## config.mk

```make
export PLATFORM = sky130hd
export DESIGN_NAME = rotor_substitution_cipher
export DESIGN_NICKNAME = d
export VERILOG_FILES = /design/src/rsc_pkg.sv /design/src/rsc_front.sv /design/src/rsc_queue.sv /design/src/rsc_back.sv /design/src/rotor_substitution_cipher.sv
export SDC_FILE = /design/constraint.sdc
export NUM_CORES = 1
export LEC_CHECK = 0
export BUFFER_PORTS_ARGS = -buffer_cell sky130_fd_sc_hd__buf_2
export CORE_MARGIN = 1.5
export CORE_UTILIZATION = 35
export CTS_CLUSTER_SIZE = 10
export DETAILED_ROUTE_END_ITERATION = 10
export PLACE_DENSITY = 0.51
export SLEW_MARGIN = 20
export SYNTH_ARGS = -nofsm -noshare
export SYNTH_HDL_FRONTEND = slang
export SYNTH_HIERARCHICAL = 1
export SYNTH_SLANG_ARGS = --single-unit
```

## constraint.sdc

```tcl
create_clock -name clock -period 11.8 [get_ports clock]
set_input_delay 0.59 -clock clock [delete_from_list [all_inputs] [get_ports clock]]
set_output_delay 0.59 -clock clock [all_outputs]
set_load 0.03 [all_outputs]
```

## src/rsc_pkg.sv

```systemverilog
// Shared types and constants for the rotor substitution cipher.
package rsc_pkg;

   localparam int unsigned LETTERS = 26;

   localparam logic [7:0] CH_LOWER_A = 8'h61;
   localparam logic [7:0] CH_LOWER_Z = 8'h7A;
   localparam logic [7:0] CH_UPPER_A = 8'h41;
   localparam logic [7:0] CH_UPPER_Z = 8'h5A;
   localparam logic [7:0] CASE_GAP   = 8'd32;
   localparam logic [7:0] CH_SPACE   = 8'h20;
   localparam logic [7:0] CH_LF      = 8'h0A;

   localparam logic [4:0] LAST_POS   = 5'd25;

   localparam logic [2:0] CSR_DECRYPT_MODE  = 3'd0;
   localparam logic [2:0] CSR_DROP_SPACES   = 3'd1;
   localparam logic [2:0] CSR_KEY_PART_LOW  = 3'd2;
   localparam logic [2:0] CSR_KEY_PART_MID  = 3'd3;
   localparam logic [2:0] CSR_KEY_PART_HIGH = 3'd4;

   localparam logic [1:0] KIND_LF     = 2'd0;
   localparam logic [1:0] KIND_SPACE  = 2'd1;
   localparam logic [1:0] KIND_LETTER = 2'd2;

   typedef logic [LETTERS-1:0][4:0] key_type;

   typedef struct packed {
      logic [1:0] kind;
      logic [4:0] letter;
      logic [4:0] pos;
      logic [4:0] idx;
   } entry_type;

   typedef struct packed {
      logic full;
      logic empty;
   } queue_status_type;

endpackage

```

## src/rsc_front.sv

```systemverilog
// Front end: classifies input bytes, tracks the rotor and emits work entries.
module rsc_front (
   input  logic                       clock,
   input  logic                       reset,
   input  logic                       accept,
   input  logic [7:0]                 in_byte,
   input  logic                       drop_spaces,
   output logic                       push,
   output rsc_pkg::entry_type         entry
);

   logic [4:0] rotor_ff;
   logic [4:0] rotor_in;
   logic [7:0] folded;
   logic [7:0] offset;
   logic [5:0] sum;
   logic       emit;
   logic       advance;

   always_comb begin
      folded = in_byte;
      if (in_byte >= rsc_pkg::CH_UPPER_A && in_byte <= rsc_pkg::CH_UPPER_Z) begin
         folded = in_byte + rsc_pkg::CASE_GAP;
      end
      offset = folded - rsc_pkg::CH_LOWER_A;
      sum    = {1'b0, offset[4:0]} + {1'b0, rotor_ff};
      if (sum >= 6'(rsc_pkg::LETTERS)) begin
         sum = sum - 6'(rsc_pkg::LETTERS);
      end

      entry.letter = offset[4:0];
      entry.pos    = rotor_ff;
      entry.idx    = sum[4:0];
      entry.kind   = rsc_pkg::KIND_LETTER;
      emit         = 1'b0;
      advance      = 1'b0;

      if (in_byte == rsc_pkg::CH_LF) begin
         entry.kind = rsc_pkg::KIND_LF;
         emit       = 1'b1;
      end else if (in_byte == rsc_pkg::CH_SPACE) begin
         entry.kind = rsc_pkg::KIND_SPACE;
         emit       = !drop_spaces;
         advance    = !drop_spaces;
      end else if (folded >= rsc_pkg::CH_LOWER_A && folded <= rsc_pkg::CH_LOWER_Z) begin
         emit    = 1'b1;
         advance = 1'b1;
      end
   end

   assign push = accept && emit;

   always_comb begin
      rotor_in = rotor_ff;
      if (accept && advance) begin
         rotor_in = (rotor_ff == rsc_pkg::LAST_POS) ? 5'd0 : rotor_ff + 5'd1;
      end
   end

   always_ff @(posedge clock) begin
      if (reset) begin
         rotor_ff <= 5'd0;
      end else begin
         rotor_ff <= rotor_in;
      end
   end

endmodule

```

## src/rsc_queue.sv

```systemverilog
// Two-entry queue between the front end and the lookup stage.
module rsc_queue (
   input  logic                       clock,
   input  logic                       reset,
   input  logic                       push,
   input  rsc_pkg::entry_type         push_entry,
   input  logic                       pop,
   output rsc_pkg::entry_type         head,
   output rsc_pkg::queue_status_type  status
);

   rsc_pkg::entry_type entry_ff [2];
   logic       wr_ptr_ff;
   logic       wr_ptr_in;
   logic       rd_ptr_ff;
   logic       rd_ptr_in;
   logic [1:0] count_ff;
   logic [1:0] count_in;

   assign status.full  = (count_ff == 2'd2);
   assign status.empty = (count_ff == 2'd0);
   assign head         = entry_ff[rd_ptr_ff];

   always_comb begin
      wr_ptr_in = push ? ~wr_ptr_ff : wr_ptr_ff;
      rd_ptr_in = pop  ? ~rd_ptr_ff : rd_ptr_ff;
      count_in  = count_ff;
      if (push && !pop) begin
         count_in = count_ff + 2'd1;
      end else if (pop && !push) begin
         count_in = count_ff - 2'd1;
      end
   end

   always_ff @(posedge clock) begin
      if (push) begin
         entry_ff[wr_ptr_ff] <= push_entry;
      end
   end

   always_ff @(posedge clock) begin
      if (reset) begin
         wr_ptr_ff <= 1'b0;
         rd_ptr_ff <= 1'b0;
         count_ff  <= 2'd0;
      end else begin
         wr_ptr_ff <= wr_ptr_in;
         rd_ptr_ff <= rd_ptr_in;
         count_ff  <= count_in;
      end
   end

endmodule

```

## src/rsc_back.sv

```systemverilog
// Back end: key lookup or inverse search, and the registered result stage.
module rsc_back (
   input  logic                       clock,
   input  logic                       reset,
   input  logic                       head_valid,
   input  rsc_pkg::entry_type         head,
   input  rsc_pkg::key_type           key,
   input  logic                       decrypt_mode,
   output logic                       pop,
   output logic                       rsp_valid,
   input  logic                       rsp_ready,
   output logic [7:0]                 rsp_out_byte
);

   logic                       rsp_valid_ff;
   logic                       rsp_valid_in;
   logic [7:0]                 rsp_out_byte_ff;
   logic [7:0]                 rsp_out_byte_in;
   logic [rsc_pkg::LETTERS-1:0]   match;
   logic [2*rsc_pkg::LETTERS-1:0] doubled;
   logic [2*rsc_pkg::LETTERS-1:0] shifted;
   logic [rsc_pkg::LETTERS-1:0]   rotated;
   logic [4:0]                 distance;
   logic                       found;
   logic                       has_result;
   logic [7:0]                 result;

   always_comb begin
      for (int m = 0; m < rsc_pkg::LETTERS; m++) begin
         match[m] = (key[m] == head.letter);
      end
      doubled  = {match, match};
      shifted  = doubled >> head.pos;
      rotated  = shifted[rsc_pkg::LETTERS-1:0];
      found    = |rotated;
      distance = 5'd0;
      for (int j = rsc_pkg::LETTERS - 1; j >= 0; j--) begin
         if (rotated[j]) begin
            distance = 5'(j);
         end
      end
   end

   always_comb begin
      has_result = 1'b1;
      result     = rsc_pkg::CH_LF;
      case (head.kind)
         rsc_pkg::KIND_LF: begin
            result = rsc_pkg::CH_LF;
         end
         rsc_pkg::KIND_SPACE: begin
            result = rsc_pkg::CH_SPACE;
         end
         rsc_pkg::KIND_LETTER: begin
            if (decrypt_mode) begin
               result     = rsc_pkg::CH_LOWER_A + {3'b000, distance};
               has_result = found;
            end else begin
               result = rsc_pkg::CH_LOWER_A + {3'b000, key[head.idx]};
            end
         end
         default: begin
            has_result = 1'b0;
         end
      endcase
   end

   assign pop = head_valid && (!rsp_valid_ff || rsp_ready);

   always_comb begin
      rsp_valid_in    = rsp_valid_ff;
      rsp_out_byte_in = rsp_out_byte_ff;
      if (rsp_valid_ff && rsp_ready) begin
         rsp_valid_in = 1'b0;
      end
      if (pop && has_result) begin
         rsp_valid_in    = 1'b1;
         rsp_out_byte_in = result;
      end
   end

   always_ff @(posedge clock) begin
      if (reset) begin
         rsp_valid_ff <= 1'b0;
      end else begin
         rsp_valid_ff <= rsp_valid_in;
      end
   end

   always_ff @(posedge clock) begin
      rsp_out_byte_ff <= rsp_out_byte_in;
   end

   assign rsp_valid    = rsp_valid_ff;
   assign rsp_out_byte = rsp_out_byte_ff;

endmodule

```

## src/rotor_substitution_cipher.sv

```systemverilog
// Top level of the single-rotor substitution cipher.
//
// Usage:
//   req_ channel takes one raw ASCII byte per transaction (req_in_byte).
//   rsp_ channel returns at most one byte per input: a lower-case letter,
//   a space or a line feed (rsp_out_byte). Dropped bytes give nothing.
//   csr_ channel writes one register per transaction: index 0 decrypt_mode,
//   1 drop_spaces, 2..4 the key parts; other indexes are ignored. csr_ready
//   is always high. Write only while no transaction is in flight.
// Timing:
//   One byte per cycle sustained while rsp_ready stays high. An accepted
//   input is written into the two-entry queue; the lookup then runs on the
//   queue head and fills the output register that drives rsp_valid.
// Reset:
//   Clears the rotor, the queue pointers and count, the output valid and the CSRs to 0.
// Stall:
//   The output register holds while rsp_ready is low; the queue then fills
//   and req_ready drops after two further queued transactions. Once the
//   queue pops from full, req_ready returns on the following cycle.
module rotor_substitution_cipher (
   input  logic        clock,
   input  logic        reset,
   input  logic        req_valid,
   output logic        req_ready,
   input  logic [7:0]  req_in_byte,
   output logic        rsp_valid,
   input  logic        rsp_ready,
   output logic [7:0]  rsp_out_byte,
   input  logic        csr_valid,
   output logic        csr_ready,
   input  logic [2:0]  csr_index,
   input  logic [59:0] csr_data
);

   logic        decrypt_mode_ff;
   logic        drop_spaces_ff;
   logic [59:0] key_low_ff;
   logic [59:0] key_mid_ff;
   logic [9:0]  key_high_ff;
   logic        csr_write;

   rsc_pkg::key_type          key;
   rsc_pkg::entry_type        front_entry;
   rsc_pkg::entry_type        head;
   rsc_pkg::queue_status_type queue_status;
   logic                      accept;
   logic                      push;
   logic                      pop;

   assign csr_ready = 1'b1;
   assign csr_write = csr_valid && csr_ready;

   always_ff @(posedge clock) begin
      if (reset) begin
         decrypt_mode_ff <= 1'b0;
         drop_spaces_ff  <= 1'b0;
         key_low_ff      <= 60'd0;
         key_mid_ff      <= 60'd0;
         key_high_ff     <= 10'd0;
      end else if (csr_write) begin
         unique case (csr_index)
            rsc_pkg::CSR_DECRYPT_MODE:  decrypt_mode_ff <= csr_data[0];
            rsc_pkg::CSR_DROP_SPACES:   drop_spaces_ff  <= csr_data[0];
            rsc_pkg::CSR_KEY_PART_LOW:  key_low_ff      <= csr_data;
            rsc_pkg::CSR_KEY_PART_MID:  key_mid_ff      <= csr_data;
            rsc_pkg::CSR_KEY_PART_HIGH: key_high_ff     <= csr_data[9:0];
            default: begin
            end
         endcase
      end
   end

   assign key = {key_high_ff, key_mid_ff, key_low_ff};

   assign req_ready = !queue_status.full;
   assign accept    = req_valid && req_ready;

   rsc_front u_front (
      .clock       (clock),
      .reset       (reset),
      .accept      (accept),
      .in_byte     (req_in_byte),
      .drop_spaces (drop_spaces_ff),
      .push        (push),
      .entry       (front_entry)
   );

   rsc_queue u_queue (
      .clock      (clock),
      .reset      (reset),
      .push       (push),
      .push_entry (front_entry),
      .pop        (pop),
      .head       (head),
      .status     (queue_status)
   );

   rsc_back u_back (
      .clock        (clock),
      .reset        (reset),
      .head_valid   (!queue_status.empty),
      .head         (head),
      .key          (key),
      .decrypt_mode (decrypt_mode_ff),
      .pop          (pop),
      .rsp_valid    (rsp_valid),
      .rsp_ready    (rsp_ready),
      .rsp_out_byte (rsp_out_byte)
   );

endmodule
```

==> results by group, run 1 <==
Setup path
  – Critical path startpoint category: flop
  – FF-to-FF setup slack: 5.52 ns
  – Critical path class: reg -> reg
  – Worst reg-to-reg path cell count: 15
  – WP data arrival: 6.50 ns
  – Crit path required time: 12.02 ns
  – Reg-to-Reg End: u_back/rsp_out_byte[4]$_DFFE_PP_
  – Crit end category: flop
  – Critical path peak fanout: 43
  – Worst Setup EP: u_back/rsp_out_byte[4]$_DFFE_PP_

Cells and area
  – # diodes: 0
  – Share of layout cells above drive strength 1: 14.95%
  – P&R area growth vs syn: 8.302%
  – Final core utilization: 38.38%
  – Final nets: ~1600
  – Final std cells w/o fill: 2050
  – Layout fillers: 4102

Synthesis
  – Ys flop type: dfxtp_1
  – Syn. warnings: 6
  – Sequential share of the synthesized area: 29.36%
  – Syn_nets: 1584
  – Post-synthesis cell area: 14050 µm²
  – Register bit total from synthesis: 185
  – Post-synthesis async set-or-reset flop share: 0%
  – Yosys cell types: 102
  – Mapped Cells: approximately 1500
  – Number of synthesized flops with an enable pin: 42
  – Syn avg cell area: 9.433 µm²

STA
  – Min cycle time layout: around 6.3 ns
  – Final setup fails: 0
  – Final Cycle Share: 53.22%
  – Worst hold margin: 0.4112 ns
  – Setup TNS: 0 ns
  – Worst clock skew: 0.01907 ns
  – Slew Viols, Final: 0
  – Fmax: 159.2 MHz
  – Max-slew headroom: around a quarter
  – Final worst setup slack: 5.520 ns
  – Worst slew pin tran: between 1 and 1.5 ns
  – Hold Fails Final Rpt: 0
  – RSZ-0062 raised after global routing: false

Global routing
  – Initial antenna violation count: 0
  – Largest net degree at the start of global routing: 122
  – Total grt overflow: 0
  – Total GRT Usage: between 20% and 30%
  – Vias in the first global route: 11368
  – First-pass GRT wire length: a little over 70000 µm

Drt
  – Residual DRC: 0
  – Vias per Instance: 5.738
  – Drt initial violations: 1132
  – WL final: 47160 µm
  – Routed wire length per instance: 23.01 µm
  – Pre-antenna DRT Iters: 6
  – Vias: 11762
  – Post-DRT Antenna Nets: 0

Flow run
  – Maximum Capacitance Violations: 0

Clock tree
  – Worst skew pair latency: 0.47 ns
  – Maximum level of the CTS H-tree: 4
  – Clock-pin slew on the worst setup and hold paths: roughly 0.07 ns
  – CTS tree: done
  – Total CTS buffers: 17
  – Post-CTS setup buffer count: 0
  – Post-CTS Hold Buffers: 0
  – Root Driver: clkbuf_16
  – Total clock sinks: around 190
  – Post-cts gate resize count: 0
  – Bufs on Longest Clock Path: 2

Power and ir drop
  – Total internal power: 0.001295 W
  – Gate power share: 39.1%
  – Pwr dens: 138.2 nW/µm²
  – LEAKAGE: about 6 nW
  – Sequential share of power: 33.5%
  – Total net switching power: 0.0008081 W
  – VDD IR max: 0.09982 mV
  – Clock power share: 27.4%
  – Sw Ratio: 38.43%

Place
  – Placed insts: 2018
  – Port Buffers: 85
  – HPWL Detailed: 35770 µm
  – Pre-CTS setup slack: ~5.6 ns
  – GP Congestion: approximately 0.96

Floorplan
  – Die ar.: 41340 µm²
  – Die Width: 203.3 µm
  – Num rows: 73
  – Initial Util: ~35%
  – Die Y: 203.3 µm
  – I/O pins: 87
  – Core Region: between 30000 and 40000 µm²

Worst hold path
  – Worst min path class: in -> reg

Outcome
  – Status: finished, final reports clean
## stage by stage
step | power (W) | cell area (µm²)
5_1_grt | 0.002210 | 15210
4_1_cts | 0.002104 | 15210
2_1_floorplan | 0.001324 | 14050
3_5_place_dp | 0.001524 | 14620
6_report | 0.002103 | 15210
3_3_place_gp | 0.001525 | 14620
## state kept, by name, indices dropped and copies added, names as in the netlist, named ones only
| register | flops |
|---|---|
| u_queue/wr_ptr_ff | 1 |
| u_queue/count_ff | 2 |
| u_queue/entry_ff | 34 |
| u_back/rsp_out_byte | 8 |
| key_mid_ff | 60 |
| u_back/rsp_valid | 1 |
| key_low_ff | 60 |
| drop_spaces_ff | 1 |
| key_high_ff | 10 |
| decrypt_mode_ff | 1 |
| u_queue/rd_ptr_ff | 1 |
| u_front/rotor_ff | 5 |
## synthesized netlist by cell type (all sizes together), types with 11 or more instances
master  number  area share [%]
ha          18             1.6
nor3        59             2.1
xnor2       53             3.3
and3        15            0.67
edfxtp      42             9.0
a21oi       23            0.82
nor2        74             2.0
nand2b     195             8.7
or2         15            0.69
o211ai      20             1.1
or3         18            0.84
mux2        21             1.7
dfxtp      143              20
clkbuf      45             1.2
buf         48             3.1
o21ai       33             1.2
xor2        89             5.5
o22ai       11            0.49
inv         31            0.83
mux4        45             7.2
mux2i      163              12
nand3       47             1.7
a221oi      11            0.69
nand2       83             2.2
## worst min path at each step
stage                                           startpoint                               end  slack, ns  cells after the start
final                                         csr_data[55]       key_low_ff[55]$_SDFFE_PP0P_       0.41                      3
after global routing                          csr_data[55]       key_mid_ff[55]$_SDFFE_PP0P_       0.40                      3
after CTS                                     csr_data[55]       key_low_ff[55]$_SDFFE_PP0P_       0.39                      3
after detailed placement     u_back/rsp_valid$_SDFFE_PP0P_     u_back/rsp_valid$_SDFFE_PP0P_       0.49                      2
after global placement    u_queue/count_ff[1]$_SDFFE_PP0P_  u_queue/count_ff[1]$_SDFFE_PP0P_       0.48                      2
after floorplan           u_queue/count_ff[1]$_SDFFE_PP0P_  u_queue/count_ff[1]$_SDFFE_PP0P_       0.46                      2
## power groups by stage
stage / Sequential, W / Clock, W / Combinational (W)
global route: 0.000707 / 0.000621 / 0.000882
finish: 0.000704 / 0.000576 / 0.000822
detailed placement: 0.000719 / 0 / 0.000805
global placement: 0.000718 / 0 / 0.000807
floorplan: 0.000717 / 0 / 0.000607
CTS: 0.000705 / 0.000592 / 0.000807
## placed cells by master (no fill, tap or decap), types with 6 or more instances in the layout
master,n
nand3_1,47
o211ai_1,20
nor2_1,74
and4_1,8
nand4_1,10
xor2_1,89
buf_4,13
a221oi_1,11
a21oi_1,23
nor3_1,59
mux2_2,21
inv_1,29
nand2b_1,195
nor4_1,7
a211oi_1,8
buf_2,84
clkbuf_16,18
xnor2_1,53
edfxtp_1,42
mux4_2,44
dfxtp_1,143
o21ai_0,32
nand4b_1,7
or3_1,17
or2_2,9
a22oi_1,9
nand2_1,82
ha_1,18
nor4b_1,8
o22ai_1,11
mux2i_1,163
nor2b_1,10
and3_1,15
a21o_1,6
## logic make-up (layout without fill, tap and decap cells)
family,after synthesis,in the layout,share of synthesized area [%]
AOI/OAI and AO/OA,201,201,10.75
other,1,1,0.02670
adders and majority gates,19,19,1.746
and+or+nand+nor,587,587,23.58
xor gates and xnor gates,142,142,8.854
buffers and inverters,125,161,5.140
DFF,185,185,29.36
muxes,229,229,20.54
## critical path: stages, from the launching register on
cell and delay [ns]:
dfxtp_1 0.83, mux2_2 0.28, buf_4 0.41, inv_1 0.55, nor4b_1 1.05, nor3_1 0.14
or4_1 0.69, o221a_2 0.35, nand3_1 0.13, o221ai_1 0.16, a221o_1 0.36, a41oi_1 0.34
inv_1 0.13, ha_1 0.28, a41oi_1 0.22, a211oi_2 0.05
## cell type report
cell class / instances / area (µm²) / share of cell area, %
clock buffer: 21 / 481.7 / 3.167
clock inverter: 11 / 111.4 / 0.7320
inverter: 32 / 120.1 / 0.7896
multi-input combinational: 1179 / 9200 / 60.48
sequential: 185 / 4124 / 27.11
tap: 525 / 656.9 / 4.318
timing repair buffer: 97 / 518.0 / 3.405
## metal layers
metal	vias up	part of all wire, %	track usage [%]
li1	5471	-	-
met5	-	0	0
met4	0	2.3	7.302
met1	5792	47	32.44
met2	436	45	35.70
met3	63	6.0	3.787
No activity file was read; power rests on OpenSTA's default activity.
==> run 2: changes to the inputs <==
==> constraint.sdc (replaced) <==
create_clock -name clock -period 5.95 [get_ports clock]
set_input_delay 0.2975 -clock clock [delete_from_list [all_inputs] [get_ports clock]]
set_output_delay 0.2975 -clock clock [all_outputs]
set_load 0.03 [all_outputs]
==> run 2 against run 1 <==
Die area unchanged. First-iteration DRC count decreased by 4.2%. Count of clock-buffer cells in the layout fell by 2. Maximum frequency up 15%. Register-to-register slack worse by 5.0 ns. Core utilization increased by 0.57 points. Total power up 98%. Non-clock buffer count rose by 35. Critical path depth unchanged. Clock skew shrank 0.013 ns. Sequential power up 97%.
==> results by group, run 2 (synthesis results as in run 1) <==
Place
  – HPWL Detailed: 37570 µm (was 35770 µm)
  – Port Buffers: 85 (unchanged)
  – Pre-CTS setup slack: 0.6048 ns (was 5.584 ns)
  – Placed Instance Area: 14880 µm² (was 14620 µm²)
  – GP Congestion: 0.9880 (was 0.9614)

STA
  – Worst hold margin: 0.1257 ns (was 0.4112 ns)
  – Setup TNS: 0 ns (unchanged)
  – Final Cycle Share: 91.51% (was 53.22%)
  – Hold Fails Final Rpt: 0 (unchanged)
  – RSZ-0062 raised after global routing: false (unchanged)
  – Worst clock skew: 0.005983 ns (was 0.01907 ns)
  – Fmax: 183.7 MHz (was 159.2 MHz)
  – Min cycle time layout: 5.445 ns (was 6.280 ns)
  – Max-slew headroom: 34.43% (was 24.46%)
  – Slew Viols, Final: 0 (unchanged)
  – Final setup fails: 0 (unchanged)
  – Worst slew pin tran: 0.9836 ns (was 1.123 ns)
  – Final worst setup slack: 0.5054 ns (was 5.520 ns)

Global routing
  – Largest net degree at the start of global routing: 85 (was 122)
  – Total GRT Usage: 23.24% (was 22.99%)
  – First-pass GRT wire length: 72750 µm (was 71600 µm)
  – Total grt overflow: 0 (unchanged)
  – Initial antenna violation count: 2 (was 0)
  – Vias in the first global route: 11649 (was 11368)

Cells and area
  – P&R area growth vs syn: 9.923% (was 8.302%)
  – Most common cell after layout, fill and taps aside: nand2b_1 (unchanged)
  – Layout fillers: 4059 (was 4102)
  – Biggest regs: key_low_ff: 60 flops, key_mid_ff: 60 flops, u_queue/entry_ff: 34 flops (unchanged)
  – Final nets: 1642 (was 1607)
  – Post-layout instance area: 15440 µm² (was 15210 µm²)
  – Share of layout cells above drive strength 1: 16.73% (was 14.95%)
  – Commonest cells after routing, fill and taps aside: 195 x nand2b_1, 163 x mux2i_1, 143 x dfxtp_1 (unchanged)

Setup path
  – Crit path required time: 6.15 ns (was 12.02 ns)
  – Crit end category: flop (unchanged)
  – Worst reg-to-reg path cell count: 15 (unchanged)
  – WP data arrival: 5.64 ns (was 6.50 ns)
  – Critical Path Max Stage Delay: 0.70 ns (was 1.05 ns)
  – Max stage delay cell, worst path: nor4b_1 (unchanged)
  – Worst-path cell chain: mux2_2 -> xor2_1 -> nor3_1 -> nor4b_1 -> nor3_1 -> or4_1 -> o221a_2 -> nand3_1 -> o221ai_1 -> a221o_1 -> a41oi_1 -> inv_1 -> ha_1 -> a41oi_1 -> a211oi_2 (was mux2_2 -> buf_4 -> inv_1 -> nor4b_1 -> nor3_1 -> or4_1 -> o221a_2 -> nand3_1 -> o221ai_1 -> a221o_1 -> a41oi_1 -> inv_1 -> ha_1 -> a41oi_1 -> a211oi_2)
  – Critical path class: reg -> reg (unchanged)
  – Critical path peak fanout: 17 (was 43)
  – FF-to-FF setup slack: 0.51 ns (was 5.52 ns)
  – Critical path startpoint category: flop (unchanged)

Worst hold path
  – Worst min path class: in -> reg (unchanged)
  – Hold depth: 3 (unchanged)

Drt
  – Vias per Instance: 5.662 (was 5.738)
  – Metal2 WL: 21850 µm (was 21200 µm)
  – Residual DRC: 0 (unchanged)
  – WL final: 47560 µm (was 47160 µm)
  – Pre-antenna DRT Iters: 6 (unchanged)
  – Uppermost layer routed: met4 (unchanged)
  – Drt initial violations: 1085 (was 1132)
  – Vias: 11811 (was 11762)
  – Routed wire length per instance: 22.80 µm (was 23.01 µm)
  – Post-DRT Antenna Nets: 0 (unchanged)
  – Met3 wire len: 2455 µm (was 2851 µm)
  – M1 wire length: 22050 µm (was 22020 µm)

Floorplan
  – I/O pins: 87 (unchanged)
  – Die Width: 203.3 µm (unchanged)
  – Num rows: 73 (unchanged)
  – Die Y: 203.3 µm (unchanged)
  – Die ar.: 41340 µm² (unchanged)
  – Initial Util: 35.43% (unchanged)
  – Core Region: 39640 µm² (unchanged)

Clock tree
  – Bufs on Longest Clock Path: 2 (unchanged)
  – Post-cts gate resize count: 0 (unchanged)
  – Total clock sinks: 185 (unchanged)
  – Post-CTS Hold Buffers: 0 (unchanged)
  – Post-CTS setup buffer count: 0 (unchanged)
  – Clock-pin slew on the worst setup and hold paths: 0.06 ns (was 0.07 ns)
  – Maximum level of the CTS H-tree: 4 (unchanged)
  – Total CTS buffers: 17 (unchanged)
  – CTS tree: done (unchanged)
  – Root Driver: clkbuf_16 (unchanged)
  – Worst skew pair latency: 0.45 ns (was 0.47 ns)

Power and ir drop
  – Total power: 0.004172 W (was 0.002103 W)
  – Pwr dens: 270.2 nW/µm² (was 138.2 nW/µm²)
  – VDD IR max: 0.2204 mV (was 0.09982 mV)
  – LEAKAGE: 6.177 nW (was 6.016 nW)

Outcome
  – Status: finished, final reports clean (unchanged)

Flow run
  – Maximum Capacitance Violations: 0 (unchanged)
run 2: report_power, final:
group,switching (W),internal (W),total (W),leakage (nW)
Combinational,0.00106,0.000646,0.00171,4.35
Clock,0.000482,0.000595,0.00108,0.277
Sequential,0.0000426,0.00134,0.00139,1.55
run 2: through the flow:
stage               util (%)  std cells
CTS                    38.94       2085
finish                 38.95       2086
detailed placement     37.54       2053
global route           38.94       2085
floorplan                  -       1489
global placement       37.54       2053
run 2: per-layer routing:
layer / GRT usage (%) / vias up
li1: - / 5543
met3: 3.819 / 63
met4: 7.487 / 0
met2: 37.23 / 390
met1: 31.83 / 5815
met5: 0 / -
run 2: area by class of cell:
cell class,instances,area (µm²),share of cell area [%]
clock inverter,13,101.3,0.6564
sequential,185,4124,26.71
inverter,32,120.1,0.7780
antenna,1,2.502,0.01621
tap,525,656.9,4.254
multi-input combinational,1179,9200,59.59
clock buffer,19,454.2,2.942
timing repair buffer,132,780.7,5.057
run 2: final timing paths:
path	start	endpoint
min	csr_data[54]	key_low_ff[54]$_SDFFE_PP0P_
max	flop	u_back/rsp_out_byte[4]$_DFFE_PP_
max reg2reg	flop	u_back/rsp_out_byte[4]$_DFFE_PP_
min reg2reg	key_low_ff[40]$_SDFFE_PP0P_	key_low_ff[40]$_SDFFE_PP0P_
run 2: critical path, delay by kind of cell, from the launching register on:
kind,cells,cell delay (ns)
compound gates,6,1.42
fa+ha+maj,1,0.25
xor+xnor,1,0.25
mux,1,0.61
buf+inv,1,0.10
simple gates,5,2.09
flops,1,0.44
==> run 3: changes to the inputs <==
--- a/config.mk
+++ b/config.mk
@@ -7,10 +7,10 @@
 export LEC_CHECK = 0
 export BUFFER_PORTS_ARGS = -buffer_cell sky130_fd_sc_hd__buf_2
 export CORE_MARGIN = 1.5
-export CORE_UTILIZATION = 35
+export CORE_UTILIZATION = 63
 export CTS_CLUSTER_SIZE = 10
 export DETAILED_ROUTE_END_ITERATION = 10
-export PLACE_DENSITY = 0.51
+export PLACE_DENSITY = 0.82
 export SLEW_MARGIN = 20
 export SYNTH_ARGS = -nofsm -noshare
 export SYNTH_HDL_FRONTEND = slang
==> run 3 against run 2 <==
Core utilization rose by 30 points. Clock skew grew 0.012 ns. Cell count down 13%. Sequential cell count unchanged. Total power up 1.1%. Worst setup slack worse by 0.015 ns. Critical path depth unchanged. Critical endpoint is now u_back/rsp_out_byte[2]$_DFFE_PP_.
==> results by group, run 3 (synthesis results as in run 1) <==
Outcome
  – Status: finished, final reports clean (unchanged)

Clock tree
  – Root Driver: clkbuf_16 (unchanged)
  – Total clock sinks: 185 (unchanged)
  – Post-cts gate resize count: 0 (unchanged)
  – CTS tree: done (unchanged)
  – Worst skew pair latency: 0.44 ns (was 0.45 ns)
  – Total CTS buffers: 17 (unchanged)
  – Bufs on Longest Clock Path: 2 (unchanged)
  – Post-CTS Hold Buffers: 0 (unchanged)
  – Clock-pin slew on the worst setup and hold paths: 0.08 ns (was 0.06 ns)
  – Post-CTS setup buffer count: 0 (unchanged)
  – Maximum level of the CTS H-tree: 4 (unchanged)

STA
  – Final Cycle Share: 91.76% (was 91.51%)
  – Min cycle time layout: 5.460 ns (was 5.445 ns)
  – Setup TNS: 0 ns (unchanged)
  – Worst clock skew: 0.01810 ns (was 0.005983 ns)
  – Slew Viols, Final: 0 (unchanged)
  – Final setup fails: 0 (unchanged)
  – Worst slew pin tran: 1.101 ns (was 0.9836 ns)
  – Hold Fails Final Rpt: 0 (unchanged)
  – Fmax: 183.2 MHz (was 183.7 MHz)
  – Max-slew headroom: 25.59% (was 34.43%)
  – RSZ-0062 raised after global routing: false (unchanged)

Global routing
  – Initial antenna violation count: 0 (was 2)
  – Vias in the first global route: 11776 (was 11649)
  – Total GRT Usage: 37.51% (was 23.24%)
  – Largest net degree at the start of global routing: 111 (was 85)
  – First-pass GRT wire length: 68190 µm (was 72750 µm)
  – Total grt overflow: 0 (unchanged)

Floorplan
  – Die Width: 152.3 µm (was 203.3 µm)
  – Initial Util: 64.36% (was 35.43%)
  – Die Y: 152.3 µm (was 203.3 µm)
  – Core Region: 21820 µm² (was 39640 µm²)
  – Die ar.: 23200 µm² (was 41340 µm²)
  – Num rows: 54 (was 73)
  – I/O pins: 87 (unchanged)

Setup path
  – Worst reg-to-reg path cell count: 15 (unchanged)
  – Crit end category: flop (unchanged)
  – WP data arrival: 5.64 ns (about the same)
  – Critical path class: reg -> reg (unchanged)
  – Critical path startpoint category: flop (unchanged)
  – Crit path required time: 6.14 ns (was 6.15 ns)
  – Critical path peak fanout: 15 (was 17)
  – Worst-path cell chain: mux2_2 -> xor2_1 -> nor3_1 -> nor4b_1 -> nor3_1 -> or4_1 -> o221a_2 -> nand3_1 -> o221ai_1 -> a221o_1 -> a41oi_1 -> inv_1 -> ha_1 -> xor2_1 -> nor2_1 (was mux2_2 -> xor2_1 -> nor3_1 -> nor4b_1 -> nor3_1 -> or4_1 -> o221a_2 -> nand3_1 -> o221ai_1 -> a221o_1 -> a41oi_1 -> inv_1 -> ha_1 -> a41oi_1 -> a211oi_2)
  – Reg-to-Reg End: u_back/rsp_out_byte[2]$_DFFE_PP_ (was u_back/rsp_out_byte[4]$_DFFE_PP_)
  – Critical Path Max Stage Delay: 0.92 ns (was 0.70 ns)
  – Max stage delay cell, worst path: nor4b_1 (unchanged)
  – FF-to-FF setup slack: 0.49 ns (was 0.51 ns)

Drt
  – Post-DRT Antenna Nets: 0 (unchanged)
  – Pre-antenna DRT Iters: 6 (unchanged)
  – Vias per Instance: 6.699 (was 5.662)
  – Vias: 12219 (was 11811)
  – WL final: 44230 µm (was 47560 µm)
  – Residual DRC: 0 (unchanged)
  – Drt initial violations: 1387 (was 1085)
  – Routed wire length per instance: 24.25 µm (was 22.80 µm)

Power and ir drop
  – Total power: 0.004217 W (was 0.004172 W)
  – VDD IR max: 0.2028 mV (was 0.2204 mV)
  – Pwr dens: 280.1 nW/µm² (was 270.2 nW/µm²)
  – LEAKAGE: 6.118 nW (was 6.177 nW)

Place
  – GP Congestion: 1.018 (was 0.9880)
  – Port Buffers: 85 (unchanged)
  – Placed insts: 1792 (was 2053)
  – HPWL Detailed: 33640 µm (was 37570 µm)

Cells and area
  – Final core utilization: 69.00% (was 38.95%)
  – Share of layout cells above drive strength 1: 16.06% (was 16.73%)
  – Storage cell area: 4124 µm² (unchanged)
  – Commonest cells after routing, fill and taps aside: 195 x nand2b_1, 163 x mux2i_1, 143 x dfxtp_1 (unchanged)
  – # diodes: 0 (was 1)
  – P&R area growth vs syn: 7.207% (was 9.923%)
  – Final nets: 1626 (was 1642)
  – Most common cell after layout, fill and taps aside: nand2b_1 (unchanged)
  – Final std cells w/o fill: 1824 (was 2086)
  – Biggest regs: key_low_ff: 60 flops, key_mid_ff: 60 flops, u_queue/entry_ff: 34 flops (unchanged)
  – Layout fillers: 1678 (was 4059)
  – Multi-input gate area: 9200 µm² (unchanged)

Worst hold path
  – Hold_sp: csr_data[44] (was csr_data[54])
  – Hold depth: 3 (unchanged)
  – WHS Endpoint: key_mid_ff[44]$_SDFFE_PP0P_ (was key_low_ff[54]$_SDFFE_PP0P_)
  – Worst min path class: in -> reg (unchanged)

Flow run
  – Maximum Capacitance Violations: 0 (unchanged)
## run 3: cell types whose count changed in the layout (fill, tap and decap cells not counted), moves of 2 or more
cell and change:
clkinv_2 -5, clkinv_8 +3, buf_4 -16, inv_8 +4
clkinv_1 -2
## run 3: area by class of cell
cell class              count  area share [%]
clock buffers              19           3.025
clock inverters            13          0.9805
inverters                  32          0.7977
multi-input cells        1179           61.10
flip-flops and latches    185           27.39
well taps                 280           2.327
repair buffers            116           4.387
## run 3: metal layers
metal	routed length [µm]	global-route usage (%)	vias up
met5	0	0	-
met3	3747	6.940	138
li1	-	-	5525
met4	2047	15.86	0
met2	20030	59.81	711
met1	18400	50.13	5845
## run 3: how the worst max path moves through the flow
stage / to / slack, ns / cells after the start / startpoint
floorplan: u_back/rsp_out_byte[4]$_DFFE_PP_ / 1.31 / 20 / flop
global route: u_back/rsp_out_byte[4]$_DFFE_PP_ / 0.20 / 16 / flop
detailed placement: u_back/rsp_out_byte[2]$_DFFE_PP_ / 0.61 / 15 / flop
CTS: u_back/rsp_out_byte[2]$_DFFE_PP_ / 0.58 / 15 / flop
finish: u_back/rsp_out_byte[2]$_DFFE_PP_ / 0.49 / 15 / flop
global placement: u_back/rsp_out_byte[4]$_DFFE_PP_ / 0.79 / 16 / flop
## run 3: critical path, delay by kind of cell (launching register included)
family | cells | cell delay, ns
AO/OA/AOI/OAI | 4 | 1.21
multiplexers | 1 | 0.56
adder cells (fa/ha/maj) | 1 | 0.27
XOR/XNOR | 2 | 0.40
AND/OR/NAND/NOR | 6 | 2.17
buffers and inverters | 1 | 0.11
flip-flops | 1 | 0.47
## run 3: through the flow
stage / hold slack [ns] / cell area (µm²) / worst slack (ns)
floorplan: 0.3666 / 14050 / 1.315
global placement: 0.4795 / 14460 / 0.7886
finish: 0.1283 / 15060 / 0.4904
detailed placement: 0.4963 / 14460 / 0.6093
CTS: 0.1216 / 15060 / 0.5847
global route: 0.1367 / 15060 / 0.2010
## run 3: power by group
part / switching [W] / internal [W]
Sequential: 0.0000430 / 0.00134
Clock: 0.000571 / 0.000593
Combinational: 0.00104 / 0.000628
Total: 0.00166 / 0.00256
